===== src/rtl/rwa_pkg.sv =====
// Shared types and fixed constants of the running window average block.
package rwa_pkg;

  // Width and reset value of the window length register.
  localparam int unsigned WL_BITS = 6;
  localparam logic [WL_BITS-1:0] WL_RESET = 6'd20;

  // Sequencer states of the top level.
  typedef enum logic [5:0] {
    S_IDLE = 6'b000001,
    S_READ = 6'b000010,
    S_ADD  = 6'b000100,
    S_LOAD = 6'b001000,
    S_DIV  = 6'b010000,
    S_HOLD = 6'b100000
  } rwa_state_e;

  // Status of the bit-serial divider.
  typedef struct packed {
    logic busy;
    logic done;
  } div_stat_t;

endpackage


===== src/rtl/rwa_ram.sv =====
// Generic single-write, single-read RAM with registered read data.
module rwa_ram #(
  parameter int unsigned WIDTH = 32,
  parameter int unsigned DEPTH = 32
) (
  input  logic                     clk_i,
  input  logic                     we_i,
  input  logic [$clog2(DEPTH)-1:0] waddr_i,
  input  logic [WIDTH-1:0]         wdata_i,
  input  logic [$clog2(DEPTH)-1:0] raddr_i,
  output logic [WIDTH-1:0]         rdata_o
);

  logic [WIDTH-1:0] mem_q [DEPTH];
  logic [WIDTH-1:0] rdata_q;

  always_ff @(posedge clk_i) begin
    if (we_i) begin
      mem_q[waddr_i] <= wdata_i;
    end
    rdata_q <= mem_q[raddr_i];
  end

  assign rdata_o = rdata_q;

endmodule


===== src/rtl/rwa_sdiv.sv =====
// Bit-serial restoring divider: one quotient bit per cycle, dividend MSB first.
module rwa_sdiv
  import rwa_pkg::*;
#(
  parameter int unsigned DIVIDEND_BITS = 37,
  parameter int unsigned DIVISOR_BITS  = 6
) (
  input  logic                     clk_i,
  input  logic                     rst_ni,
  input  logic                     start_i,
  input  logic [DIVIDEND_BITS-1:0] dividend_i,
  input  logic [DIVISOR_BITS-1:0]  divisor_i,
  output logic [DIVIDEND_BITS-1:0] quotient_o,
  output div_stat_t                stat_o
);

  localparam int unsigned CW = $clog2(DIVIDEND_BITS);

  logic [DIVIDEND_BITS-1:0] dvd_q, dvd_d;
  logic [DIVISOR_BITS-1:0]  divisor_q;
  logic [DIVISOR_BITS-1:0]  rem_q, rem_d;
  logic [CW-1:0]            cnt_q, cnt_d;
  logic                     busy_q, busy_d;
  logic                     done_q, done_d;
  logic [DIVISOR_BITS:0]    trial;
  logic [DIVISOR_BITS:0]    diff;
  logic                     ge;

  // The partial remainder stays below the divisor, so the subtractor is only
  // one bit wider than the divisor no matter how wide the dividend is.
  assign trial = {rem_q, dvd_q[DIVIDEND_BITS-1]};
  assign diff  = trial - {1'b0, divisor_q};
  assign ge    = trial >= {1'b0, divisor_q};

  always_comb begin
    dvd_d  = dvd_q;
    rem_d  = rem_q;
    cnt_d  = cnt_q;
    busy_d = busy_q;
    done_d = 1'b0;
    if (start_i) begin
      dvd_d  = dividend_i;
      rem_d  = '0;
      cnt_d  = CW'(DIVIDEND_BITS - 1);
      busy_d = 1'b1;
    end else if (busy_q) begin
      dvd_d = {dvd_q[DIVIDEND_BITS-2:0], ge};
      rem_d = ge ? diff[DIVISOR_BITS-1:0] : trial[DIVISOR_BITS-1:0];
      cnt_d = cnt_q - 1'b1;
      if (cnt_q == '0) begin
        busy_d = 1'b0;
        done_d = 1'b1;
      end
    end
  end

  always_ff @(posedge clk_i or negedge rst_ni) begin
    if (!rst_ni) begin
      busy_q <= 1'b0;
      done_q <= 1'b0;
      cnt_q  <= '0;
    end else begin
      busy_q <= busy_d;
      done_q <= done_d;
      cnt_q  <= cnt_d;
    end
  end

  always_ff @(posedge clk_i) begin
    dvd_q <= dvd_d;
    rem_q <= rem_d;
    if (start_i) begin
      divisor_q <= divisor_i;
    end
  end

  assign quotient_o  = dvd_q;
  assign stat_o.busy = busy_q;
  assign stat_o.done = done_q;

  a_start_when_free: assert property (@(posedge clk_i) disable iff (!rst_ni)
    start_i |-> !busy_q)
    else $error("divider started while busy");

  a_done_ends_busy: assert property (@(posedge clk_i) disable iff (!rst_ni)
    done_q |-> !busy_q)
    else $error("divider done while still busy");

  a_done_after_last: assert property (@(posedge clk_i) disable iff (!rst_ni)
    done_q |-> $past(busy_q) && $past(cnt_q) == '0)
    else $error("divider done without finishing its steps");

endmodule


===== src/rtl/running_window_average.sv =====
// Running window average: mean of the last window_length signed samples.
// Input channel: in_valid_i / in_stall_o carry one sample_i word per
// transfer. Output channel: out_valid_o / out_stall_i carry one average_o
// word per accepted sample, the window sum divided by the number of samples
// held, truncated toward zero. Configuration channel: cfg_valid_i /
// cfg_ready_o write window_length_i; a write clears the history.
// Sequence: after a sample is accepted, S_READ reads the oldest entry, S_ADD
// updates the running sum and S_LOAD loads the divider, which then works
// through the bits of the running sum one at a time (SAMPLE_BITS plus
// log2(WINDOW_MAX) bits, 37 for the defaults); S_DIV sees it finish and
// S_HOLD loads the output register. The next sample is taken only once the
// sequencer is back in S_IDLE.
// A finished result waits in the output register while the receiver
// stalls; the block takes the next sample meanwhile and only holds its
// next result back until the register is free.
// Reset clears the history, running sum, write position and fill count and
// sets window_length to 20. No clearing pass runs: entries not yet written
// since the last clear read as zero by way of the fill count.
module running_window_average
  import rwa_pkg::*;
#(
  parameter int unsigned WINDOW_MAX  = 32,
  parameter int unsigned SAMPLE_BITS = 32
) (
  input  logic                          clk_i,
  input  logic                          rst_ni,
  input  logic                          cfg_valid_i,
  output logic                          cfg_ready_o,
  input  logic [WL_BITS-1:0]            window_length_i,
  input  logic                          in_valid_i,
  output logic                          in_stall_o,
  input  logic signed [SAMPLE_BITS-1:0] sample_i,
  output logic                          out_valid_o,
  input  logic                          out_stall_i,
  output logic signed [SAMPLE_BITS-1:0] average_o
);

  localparam int unsigned ADDR_BITS = $clog2(WINDOW_MAX);
  localparam int unsigned CNT_BITS  = $clog2(WINDOW_MAX + 1);
  localparam int unsigned SUM_BITS  = SAMPLE_BITS + ADDR_BITS;
  localparam int unsigned EXT_BITS  = (CNT_BITS > WL_BITS) ? CNT_BITS : WL_BITS;

  rwa_state_e state_q, state_d;

  logic [WL_BITS-1:0]            wl_q;
  logic [ADDR_BITS-1:0]          pos_q, pos_d;
  logic [CNT_BITS-1:0]           fill_q, fill_d;
  logic signed [SUM_BITS-1:0]    sum_q, sum_d;
  logic signed [SAMPLE_BITS-1:0] sample_q;
  logic                          sign_q;
  logic signed [SAMPLE_BITS-1:0] average_q;
  logic                          out_valid_q, out_valid_d;

  logic [EXT_BITS-1:0]    wl_ext;
  logic [CNT_BITS-1:0]    w_eff;
  logic                   cfg_write;
  logic                   in_accept;
  logic                   out_free;
  logic [SAMPLE_BITS-1:0] ram_rdata;
  logic [SAMPLE_BITS-1:0] old_word;
  logic [SUM_BITS-1:0]    sum_mag;
  logic [SUM_BITS-1:0]    quotient;
  logic [SUM_BITS-1:0]    signed_q;
  logic                   div_start;
  div_stat_t              div_stat;

  // A window of zero acts as one, and one above WINDOW_MAX as WINDOW_MAX.
  assign wl_ext = EXT_BITS'(wl_q);
  always_comb begin
    if (wl_q == '0) begin
      w_eff = CNT_BITS'(1);
    end else if (wl_ext > EXT_BITS'(WINDOW_MAX)) begin
      w_eff = CNT_BITS'(WINDOW_MAX);
    end else begin
      w_eff = CNT_BITS'(wl_ext);
    end
  end

  assign cfg_ready_o = (state_q == S_IDLE);
  assign cfg_write   = cfg_valid_i && cfg_ready_o;
  assign in_stall_o  = (state_q != S_IDLE) || cfg_valid_i;
  assign in_accept   = in_valid_i && !in_stall_o;
  assign out_free    = !out_valid_q || !out_stall_i;

  rwa_ram #(
    .WIDTH(SAMPLE_BITS),
    .DEPTH(WINDOW_MAX)
  ) u_history (
    .clk_i  (clk_i),
    .we_i   (state_q == S_READ),
    .waddr_i(pos_q),
    .wdata_i(sample_q),
    .raddr_i(pos_q),
    .rdata_o(ram_rdata)
  );

  // Writes start at entry zero after every clear, so the entry under the
  // write position holds a sample only once the ring has filled.
  assign old_word = (fill_q == w_eff) ? ram_rdata : '0;

  assign sum_mag = sum_q[SUM_BITS-1] ? (~sum_q + 1'b1) : sum_q;

  rwa_sdiv #(
    .DIVIDEND_BITS(SUM_BITS),
    .DIVISOR_BITS (CNT_BITS)
  ) u_div (
    .clk_i     (clk_i),
    .rst_ni    (rst_ni),
    .start_i   (div_start),
    .dividend_i(sum_mag),
    .divisor_i (fill_q),
    .quotient_o(quotient),
    .stat_o    (div_stat)
  );

  assign signed_q = sign_q ? (~quotient + 1'b1) : quotient;

  always_comb begin
    state_d     = state_q;
    pos_d       = pos_q;
    fill_d      = fill_q;
    sum_d       = sum_q;
    div_start   = 1'b0;
    out_valid_d = out_valid_q && out_stall_i;
    unique case (state_q)
      S_IDLE: begin
        if (cfg_write) begin
          pos_d  = '0;
          fill_d = '0;
          sum_d  = '0;
        end else if (in_accept) begin
          state_d = S_READ;
        end
      end
      S_READ: begin
        sum_d   = sum_q - SUM_BITS'($signed(old_word));
        state_d = S_ADD;
      end
      S_ADD: begin
        sum_d = sum_q + SUM_BITS'(sample_q);
        if (CNT_BITS'(pos_q) + 1'b1 >= w_eff) begin
          pos_d = '0;
        end else begin
          pos_d = pos_q + 1'b1;
        end
        if (fill_q < w_eff) begin
          fill_d = fill_q + 1'b1;
        end
        state_d = S_LOAD;
      end
      S_LOAD: begin
        div_start = 1'b1;
        state_d   = S_DIV;
      end
      S_DIV: begin
        if (div_stat.done) begin
          state_d = S_HOLD;
        end
      end
      S_HOLD: begin
        if (out_free) begin
          out_valid_d = 1'b1;
          state_d     = S_IDLE;
        end
      end
      default: begin
        state_d = S_IDLE;
      end
    endcase
  end

  always_ff @(posedge clk_i or negedge rst_ni) begin
    if (!rst_ni) begin
      state_q     <= S_IDLE;
      wl_q        <= WL_RESET;
      pos_q       <= '0;
      fill_q      <= '0;
      sum_q       <= '0;
      out_valid_q <= 1'b0;
    end else begin
      state_q     <= state_d;
      pos_q       <= pos_d;
      fill_q      <= fill_d;
      sum_q       <= sum_d;
      out_valid_q <= out_valid_d;
      if (cfg_write) begin
        wl_q <= window_length_i;
      end
    end
  end

  always_ff @(posedge clk_i) begin
    if (in_accept) begin
      sample_q <= sample_i;
    end
    if (state_q == S_LOAD) begin
      sign_q <= sum_q[SUM_BITS-1];
    end
    if (state_q == S_HOLD && out_free) begin
      average_q <= signed_q[SAMPLE_BITS-1:0];
    end
  end

  assign out_valid_o = out_valid_q;
  assign average_o   = average_q;

  a_fill_in_window: assert property (@(posedge clk_i) disable iff (!rst_ni)
    fill_q <= w_eff)
    else $error("fill count beyond the window");

  a_pos_in_window: assert property (@(posedge clk_i) disable iff (!rst_ni)
    CNT_BITS'(pos_q) < w_eff)
    else $error("write position beyond the window");

  a_accept_starts: assert property (@(posedge clk_i) disable iff (!rst_ni)
    in_accept |=> state_q == S_READ)
    else $error("accepted word did not start processing");

  a_done_in_div: assert property (@(posedge clk_i) disable iff (!rst_ni)
    div_stat.done |-> state_q == S_DIV)
    else $error("divider finished outside the divide state");

  a_result_from_hold: assert property (@(posedge clk_i) disable iff (!rst_ni)
    $rose(out_valid_q) |-> $past(state_q == S_HOLD))
    else $error("output word loaded outside the hold state");

endmodule

===== config.mk =====
export PLATFORM = sky130hd
export DESIGN_NAME = running_window_average
export DESIGN_NICKNAME = d
export VERILOG_FILES = /design/src/rtl/rwa_pkg.sv /design/src/rtl/rwa_ram.sv /design/src/rtl/rwa_sdiv.sv /design/src/rtl/running_window_average.sv
export SDC_FILE = /design/constraint.sdc
export NUM_CORES = 1
export LEC_CHECK = 0
export ABC_CLOCK_PERIOD_IN_PS = 16700
export BUFFER_PORTS_ARGS = -buffer_cell sky130_fd_sc_hd__clkbuf_2
export CAP_MARGIN = 20
export CORE_UTILIZATION = 27
export DETAILED_ROUTE_END_ITERATION = 7
export PLACE_DENSITY = 0.41
export REMOVE_ABC_BUFFERS = 1
export SETUP_SLACK_MARGIN = 0.02
export SYNTH_ARGS = -nofsm -noshare
export SYNTH_HDL_FRONTEND = slang
export SYNTH_SLANG_ARGS = --single-unit

===== constraint.sdc =====
create_clock -name clk_i -period 16.7 [get_ports clk_i]
set_clock_uncertainty 0.2 [all_clocks]
set_input_delay 2.505 -clock clk_i [delete_from_list [all_inputs] [get_ports clk_i]]
set_output_delay 2.505 -clock clk_i [all_outputs]
set_load 0.01 [all_outputs]

==> results of run 1 <==
==> metal layers <==
metal | track usage [%] | wire [um]
met5 | 0 | 20
met3 | 2.35 | 6720
met4 | 3.96 | 3010
met1 | 21.0 | 64300
met2 | 25.6 | 70100
==> flip-flops by register name, summed over array words and instances (netlist names), 5 cells and up <==
signal	flops
wl_ext	6
u_div.quotient_o	37
u_history.mem_q	1024
sample_q	32
u_history.rdata_o	32
u_div.rem_q	6
state_q	6
average_o	32
sum_q	37
u_div.divisor_q	6
pos_q	5
fill_q	6
u_div.cnt_q	6
==> final timing paths <==
check,startpoint,endpoint,slack [ns],depth (start not counted)
max,wl_ext[1]$_DFFE_PN0P_,sum_q[30]$_DFFE_PN0P_,10.81,25
min,wl_ext[4]$_DFFE_PN1P_,wl_ext[4]$_DFFE_PN1P_,0.27,2
min reg2reg,wl_ext[4]$_DFFE_PN1P_,wl_ext[4]$_DFFE_PN1P_,0.27,2
max reg2reg,wl_ext[1]$_DFFE_PN0P_,sum_q[30]$_DFFE_PN0P_,10.81,25
max in group asynchronous,rst_ni,pos_q[1]$_DFFE_PN0P_,13.91,1
min in group asynchronous,rst_ni,u_div.cnt_q[3]$_DFFE_PN0P_,1.67,1
==> where the power goes <==
part | total [mW] | leakage, nW | switching (mW) | internal [mW]
Sequential | 3.43 | 11.4 | 0.0276 | 3.40
Combinational | 0.417 | 5.13 | 0.266 | 0.151
Clock | 3.03 | 2.20 | 1.27 | 1.76
Total | 6.88 | 18.8 | 1.57 | 5.31
==> layout make-up <==
class | instances | area (um2)
clock buffers | 185 | 3720
inverters | 45 | 169
multi-input cells | 1393 | 13400
fillers | 17778 | 125000
clock inverters | 73 | 828
flip-flops and latches | 1239 | 36500
well taps | 2464 | 3080
repair buffers | 167 | 1140
==> through the flow <==
step	util [%]	hold WS, ns	worst slack [ns]	total power, mW
final	32.0	0.270	10.81	6.88
after global routing	32.0	0.290	10.22	7.12
after CTS	32.0	0.274	10.83	6.97
after detailed placement	29.5	0.265	10.87	3.91
after global placement	29.5	0.243	10.73	3.90
after floorplan	-	0.232	4.01	3.78
==> synth_stat cells (10+ instances only) <==
| library cell | count |
|---|---|
| nor2_1 | 97 |
| or4_1 | 18 |
| nor4_1 | 12 |
| nor3_1 | 17 |
| o41ai_1 | 10 |
| nand2b_1 | 19 |
| dfxtp_1 | 38 |
| edfxtp_1 | 1132 |
| ha_1 | 64 |
| xor2_1 | 64 |
| clkbuf_1 | 104 |
| nand3_1 | 12 |
| nand4_1 | 37 |
| or3_1 | 11 |
| nand2_1 | 204 |
| xnor2_1 | 54 |
| mux4_2 | 256 |
| a31oi_1 | 15 |
| inv_1 | 44 |
| a22oi_1 | 128 |
| a21o_1 | 20 |
| a21oi_1 | 50 |
| o31ai_1 | 28 |
| buf_1 | 28 |
| dfrtp_1 | 66 |
| o21ai_0 | 143 |
==> logic make-up (layout without fill, tap and decap cells) <==
family | after synthesis | count (layout)
buffers and inverters | 177 | 470
AO/OA/AOI/OAI | 461 | 461
XOR/XNOR | 118 | 118
AND/OR/NAND/NOR | 487 | 487
flip-flops | 1239 | 1239
adder cells (fa/ha/maj) | 66 | 66
multiplexers | 261 | 261
==> worst register-to-register path, delay by kind of cell, from the launching register on <==
family                   cells  cell delay [ns]
buffers and inverters        1             0.20
AO/OA/AOI/OAI                8             1.87
flip-flops                   1             0.40
adder cells (fa/ha/maj)      3             1.10
AND/OR/NAND/NOR             13             1.99
==> run_results.csv, run 1 <==
group,metric,value,unit
outcome,status,"completed",
cts,postCtsSetupRepairBufs,0,
sta,finalSetupTns,0,ns
drt,post_drt_via_cell_ratio,4.88,
floorplanning,die_h,433,um
layout,final_cell_area,58800,um2
floorplanning,coreArea,184000,um2
place,io_buffer_count,77,
yosys,yosysSeqAreaShare,72.6,%
yosys,ys_seq_elements,1239,
min_path,hp-class,"flop to flop",
sta,hold_viol_final,0,
setup_path,cp.required,17.13,ns
floorplanning,die_x,433,um
yosys,synth_cells,2809,
cts,cts_hold_buf,0,
place,globalplace.congestion,0.793,
setup_path,critPathSlowestCell,"o311ai_0",
yosys,synth_area_leaders,"edfxtp_1, mux4_2, dfrtp_1, a22oi_1, ha_1",
drt,ant_nets,0,
yosys,yosys.cell_types.count,74,
cts,cts-root-buf,"clkbuf_16",
sta,fmax,170,MHz
cts,ctsResizeCount,0,
global_routing,grt_pass1_wl,206,mm
layout,final_nets,3096,
floorplanning,num_rows,157,
floorplanning,ios,78,
yosys,synth_top_family_by_area,"multiplexers",
floorplanning,dieArea,188000,um2
cts,cts_buffers,141,
yosys,synth_compound_area_share,6.02,%
yosys,synth-xor-area-share,2.06,%
layout,drive_above_1_share,22.4,%
sta,grt_setup_unrepaired,"false",
global_routing,grt_pass1_vias,28067,
drt,avgRoutedWirePerCell,25.9,um
sta,setup_viol,0,
setup_path,path_class,"flop to flop",
setup_path,path_buf_inv,1,
place,dp_hpwl,79.5,mm
setup_path,critPathArrivalTime,6.33,ns
cts,max-clock-path-buffers,3,
layout,area_growth_syn_to_layout,17.1,%
setup_path,crit_path_start_kind,"flop",
setup_path,crit_top_cell,"nand2_1",
cts,clkTransAtPathRegs,0.06,ns
cts,clkSinkCount,1239,
global_routing,antenna_found_initial,5,
yosys,synthMuxAreaShare,11.6,%
yosys,synth_adder_area_share,1.67,%
yosys,postSynthAreaPerCell,17.9,um2
place,placed_cell_area,54200,um2
setup_path,end_kind,"flop",
layout,layout_commonest_cell,"edfxtp_1",
power,leakage,18.8,nW
drt,drt_iter0_drc,2446,
yosys,syn_area,50200,um2
sta,slew_headroom,27.1,%
drt,finalWirelength,144,mm
drt,remaining_drc_errors,0,
floorplanning,start_util,27.3,%
setup_path,cpPeakStageDelay,0.61,ns
yosys,synth-async-reset-ratio,5.57,%
layout,mostFrequentLayoutCells,"edfxtp_1, mux4_2, nand2_1",
yosys,synth_edf_count,1132,
power,power.density,117,nW/um2
yosys,synthFlopType,"edfxtp_1",
cts,clock_latency,0.78,ns
yosys,synth_simple_gate_area_share,4.73,%
job,maxCapViolCount,0,
setup_path,critPathTopFamily,"simple AND/OR/NAND/NOR gates",
yosys,ys_warn_count,0,
layout,antenna_cells,0,
drt,via_count,27179,
place,dpl.cell_count,5305,
yosys,synth_top_cell_area_share,67.7,%
cts,cts.htree.levels,4,
sta,period_share,35.3,%
global_routing,grt_start_max_net_pins,119,
global_routing,overflow,0,
setup_path,worstPathMaxFanout,21,
drt,dr.pass1.iters,6,
power,max-vdd-ir-drop,0.0000832,V
cts,cts_tree,"built",
layout,final_cells,5566,
sta,finalMaxSlewViolations,0,
yosys,yosysTopAreaCell,"edfxtp_1",
global_routing,grt_use_total,15.4,%
sta,finalCriticalPeriod,5.89,ns
sta,tightest_slew,1.09,ns
No activity file was read; power rests on OpenSTA's default activity.
==> inputs of run 2 (changes only) <==
ABC_CLOCK_PERIOD_IN_PS = 5200   (was 16700)
PLACE_DENSITY = 0.42   (was 0.41)
clock period = 5.2 ns   (was 16.7 ns; I/O delays follow)
==> run_results.csv, run 2 (synthesized netlist as in run 1, its figures left out) <==
group,metric,value,unit
outcome,status,"completed",
sta,whs,0.0690,ns
floorplanning,die_x,433,um
layout,final_cells,5677,
drt,drt_iter0_drc,2552,
place,globalplace.congestion,0.744,
place,io_buffer_count,77,
layout,largest_reg_flops,1024,
layout,mostFrequentLayoutCells,"edfxtp_1, mux4_2, nand2_1",
layout,utilization,32.6,%
sta,tightest_slew,1.04,ns
power,power.density,371,nW/um2
floorplanning,dieArea,188000,um2
sta,slew_headroom,30.4,%
cts,cts.htree.levels,4,
global_routing,overflow,0,
min_path,hp-class,"input pin to flop",
sta,hold_viol_final,0,
floorplanning,start_util,27.3,%
cts,cts_tree,"built",
place,preCtsSetupSlack,0.0608,ns
global_routing,grt_start_max_net_pins,78,
drt,finalWirelength,151,mm
drt,ant_nets,0,
setup_path,worstPathMaxFanout,4,
setup_path,cp.required,5.59,ns
setup_path,path_class,"flop to flop",
layout,drive_above_1_share,24.3,%
global_routing,grt_pass1_vias,27630,
sta,finalMaxSlewViolations,0,
global_routing,grt_use_total,16.1,%
cts,clkTransAtPathRegs,0.06,ns
floorplanning,die_h,433,um
global_routing,antenna_found_initial,16,
sta,setup_viol,0,
sta,period_share,94.4,%
cts,clock_latency,0.79,ns
cts,clkSinkCount,1239,
cts,cts_buffers,142,
power,leakage,19.3,nW
job,maxCapViolCount,0,
drt,post_drt_via_cell_ratio,4.80,
drt,dr.pass1.iters,5,
sta,finalWorstSetupSlack,0.289,ns
setup_path,end_kind,"flop",
sta,finalCriticalPeriod,4.91,ns
power,power,22.3,mW
floorplanning,ios,78,
sta,fmax,204,MHz
floorplanning,coreArea,184000,um2
layout,area_growth_syn_to_layout,19.3,%
drt,via_count,27236,
global_routing,grt_pass1_wl,212,mm
drt,avgRoutedWirePerCell,26.5,um
place,dpl.cell_count,5377,
power,max-vdd-ir-drop,0.000257,V
floorplanning,num_rows,157,
layout,regMostFlops,"u_history.mem_q",
layout,layout_commonest_cell,"edfxtp_1",
setup_path,crit_path_start_kind,"flop",
drt,remaining_drc_errors,0,
place,dp_hpwl,87.9,mm
layout,final_nets,3206,
setup_path,critPathArrivalTime,5.30,ns
cts,cts-root-buf,"clkbuf_16",
cts,max-clock-path-buffers,3,
[run 2: cell count changes in the layout (fill, tap and decap cells not counted), sizes merged, moves of 3 or more]
cell         before  now
buf              91  163
bufinv           11    8
clkbuf          261  252
clkinv           53   67
dlygate4sd3       0   37
[run 2: path summary, 6_finish.rpt]
check / start / cells after the start / slack, ns / to
max: u_history.rdata_o[14]$_DFF_P_ / 17 / 0.29 / sum_q[35]$_DFFE_PN0P_
min reg2reg: u_div.rem_q[5]$_SDFFE_PP0P_ / 2 / 0.26 / u_div.rem_q[5]$_SDFFE_PP0P_
max reg2reg: u_history.rdata_o[14]$_DFF_P_ / 17 / 0.29 / sum_q[35]$_DFFE_PN0P_
min: sample_i[24] / 1 / 0.07 / sample_q[24]$_DFFE_PP_
min in group asynchronous: rst_ni / 2 / 0.33 / fill_q[4]$_DFFE_PN0P_
max in group asynchronous: rst_ni / 3 / 3.54 / sum_q[33]$_DFFE_PN0P_
[run 2: final cells by class]
type,count,area [um2]
Timing Repair Buffer,276,2190
Antenna cell,2,5.00
Inverter,45,169
Multi-Input combinational cell,1393,13500
Clock buffer,176,3750
Tap cell,2464,3080
Sequential cell,1239,36500
Fill cell,17818,124000
Clock inverter,82,777
[run 2: critical path: stages (launching register included)]
cell and delay (ns):
dfxtp_1 0.34, or4_1 0.53, or4_1 0.44, buf_4 0.17
nor4_4 0.29, nand3b_1 0.17, or3_1 0.38, nor3_2 0.23
xor2_1 0.18, o21ai_1 0.11, ha_1 0.35, and2_1 0.19
a221o_1 0.33, a21o_1 0.17, a41o_1 0.22, a31oi_1 0.20
xor2_1 0.15, o21ai_0 0.08
[run 2: what timing repair did]
item | CTS | global route
gates resized for setup | 3 | 20
pin swaps | 0 | 8
buffers inserted | 0 | 3
hold endpoints to repair | 67 | 0
endpoints found under the setup margin | 3 | 19
hold buffers | 37 | 0
[run 2: power by group]
group | total, mW | internal (mW) | switching (mW)
logic | 1.43 | 0.576 | 0.853
registers | 11.0 | 10.9 | 0.112
clock network | 9.79 | 5.57 | 4.22
[run 2: per-layer routing]
layer	share of wire (%)	global-route usage, %
met1	45	22.1
met2	47	25.4
met3	6.4	3.87
met4	2.0	4.06
met5	0.0086	0
[run 2: metrics by stage]
| step | setup TNS (ns) | instance area, um2 |
|---|---|---|
| finish | 0 | 60000 |
| global route | -0.00191 | 60000 |
| CTS | 0 | 59800 |
| detailed placement | 0 | 54900 |
| global placement | 0 | 54900 |
| floorplan | -7424.64 | 49700 |
==> inputs of run 3 (changes only) <==
ABC_CLOCK_PERIOD_IN_PS = 5700   (was 5200)
PLACE_DENSITY = 0.41   (was 0.42)
clock period = 5.7 ns   (was 5.2 ns; I/O delays follow)
==> run_results.csv, run 3 (synthesized netlist as in run 1, its figures left out) <==
group,metric,value,unit
cts,cts.htree.levels,4,
job,maxCapViolCount,0,
drt,post_drt_via_cell_ratio,4.86,
floorplanning,num_rows,157,
layout,mostFrequentLayoutCells,"edfxtp_1, mux4_2, nand2_1",
floorplanning,start_util,27.3,%
sta,whs,0.00210,ns
layout,final_nets,3150,
sta,hold_viol_final,0,
sta,fmax,189,MHz
drt,dr.pass1.iters,7,
sta,slew_headroom,27.7,%
power,power.density,340,nW/um2
layout,area_growth_syn_to_layout,18.3,%
layout,largest_reg_flops,1024,
floorplanning,dieArea,188000,um2
sta,finalMaxSlewViolations,0,
cts,cts-root-buf,"clkbuf_16",
place,dp_hpwl,91.1,mm
floorplanning,coreArea,184000,um2
drt,via_count,27291,
outcome,status,"completed",
sta,setup_viol,0,
place,dpl.cell_count,5338,
setup_path,worstPathMaxFanout,5,
cts,clkTransAtPathRegs,0.06,ns
power,leakage,19.1,nW
setup_path,crit_path_start_kind,"flop",
global_routing,grt_use_total,15.7,%
cts,clock_latency,0.80,ns
sta,period_share,92.9,%
layout,regMostFlops,"u_history.mem_q",
sta,grt_setup_unrepaired,"false",
power,max-vdd-ir-drop,0.000250,V
global_routing,antenna_found_initial,14,
drt,remaining_drc_errors,0,
min_path,hp-class,"input pin to asynchronous set/reset pin",
setup_path,critPathArrivalTime,5.73,ns
layout,drive_above_1_share,22.9,%
drt,ant_nets,0,
setup_path,end_kind,"flop",
global_routing,overflow,0,
layout,final_cells,5619,
global_routing,grt_pass1_wl,210,mm
cts,clkSinkCount,1239,
global_routing,grt_start_max_net_pins,92,
layout,layout_commonest_cell,"edfxtp_1",
floorplanning,ios,78,
global_routing,grt_pass1_vias,28253,
cts,max-clock-path-buffers,3,
cts,cts_tree,"built",
cts,cts_buffers,142,
setup_path,cp.required,6.14,ns
place,io_buffer_count,77,
setup_path,path_class,"flop to flop",
drt,finalWirelength,147,mm
drt,drt_iter0_drc,2372,
sta,finalCriticalPeriod,5.30,ns
power,power,20.2,mW
sta,tightest_slew,1.08,ns
drt,avgRoutedWirePerCell,26.2,um
place,globalplace.congestion,0.808,
floorplanning,die_x,433,um
floorplanning,die_h,433,um
## run 3: cell count changes in the layout (fill, tap and decap cells not counted), moves of 5 or more
| cell | delta |
|---|---|
| buf_4 | -38 |
| clkbuf_1 | +12 |
| clkinv_1 | -5 |
| clkinv_2 | -11 |
| dlygate4sd3_1 | -16 |
## run 3: per-stage QoR
step | instance area [um2] | setup TNS, ns | utilization, % | setup slack, ns
2_1_floorplan | 49700 | -6892.50 | - | -6.99
3_3_place_gp | 54600 | 0 | 29.7 | 0.423
6_report | 59500 | 0 | 32.3 | 0.404
5_1_grt | 59500 | 0 | 32.3 | 0.0429
4_1_cts | 59400 | 0 | 32.3 | 0.434
3_5_place_dp | 54600 | 0 | 29.7 | 0.445
## run 3: critical path, stage by stage (launching register included)
cell	delay [ns]
dfxtp_1	0.34
or4_1	0.55
or4_1	0.52
or4_4	0.49
nor4b_1	0.47
o21a_1	0.18
nor2_1	0.04
a311oi_1	0.32
o21ai_1	0.11
ha_1	0.31
nand2_1	0.10
nand2_1	0.07
a21oi_1	0.14
o21ai_0	0.09
a221o_1	0.36
a21o_1	0.18
a41o_1	0.23
a31oi_1	0.21
xor2_1	0.16
o21ai_0	0.09
## run 3: layout make-up
type / count / area, um2
Antenna cell: 2 / 5.00
Clock buffer: 186 / 3750
Inverter: 45 / 169
Sequential cell: 1239 / 36500
Timing Repair Buffer: 220 / 1730
Clock inverter: 70 / 826
Fill cell: 17766 / 124000
Tap cell: 2464 / 3080
Multi-Input combinational cell: 1393 / 13400
## run 3: where the power goes
group          internal (mW)  switching (mW)  leakage [nW]
logic                  0.466           0.774          5.41
clock network           5.11            3.83          2.20
registers               9.96          0.0900          11.4
## run 3: path summary, 6_finish.rpt
| kind | startpoint | endpoint | slack (ns) | cells past startpoint |
|---|---|---|---|---|
| worst min-delay path | rst_ni | u_div.cnt_q[0]$_DFFE_PN0P_ | 0.002 | 1 |
| max in group asynchronous | rst_ni | pos_q[1]$_DFFE_PN0P_ | 4.58 | 1 |
| worst max-delay path | u_history.rdata_o[14]$_DFF_P_ | sum_q[35]$_DFFE_PN0P_ | 0.40 | 19 |
| worst max register to register | u_history.rdata_o[14]$_DFF_P_ | sum_q[35]$_DFFE_PN0P_ | 0.40 | 19 |
| min in group clk_i | sample_i[0] | sample_q[0]$_DFFE_PP_ | 0.07 | 1 |
| worst min register to register | u_div.rem_q[5]$_SDFFE_PP0P_ | u_div.rem_q[5]$_SDFFE_PP0P_ | 0.26 | 2 |
## run 3: routing by layer
metal	track usage [%]	share of wire (%)	vias to the layer above
met5	0	0.0088	-
met4	4.05	1.9	2
met3	2.34	4.3	169
met2	26.0	49	737
met1	21.6	45	14520
li1	-	-	11863
## run 3: timing repair
action | CTS | global route
gates resized for setup | 0 | 3
setup buffers | 0 | 0
endpoints found under the setup margin | 0 | 3
endpoints found under the hold margin | 21 | 0
hold buffers | 21 | 0
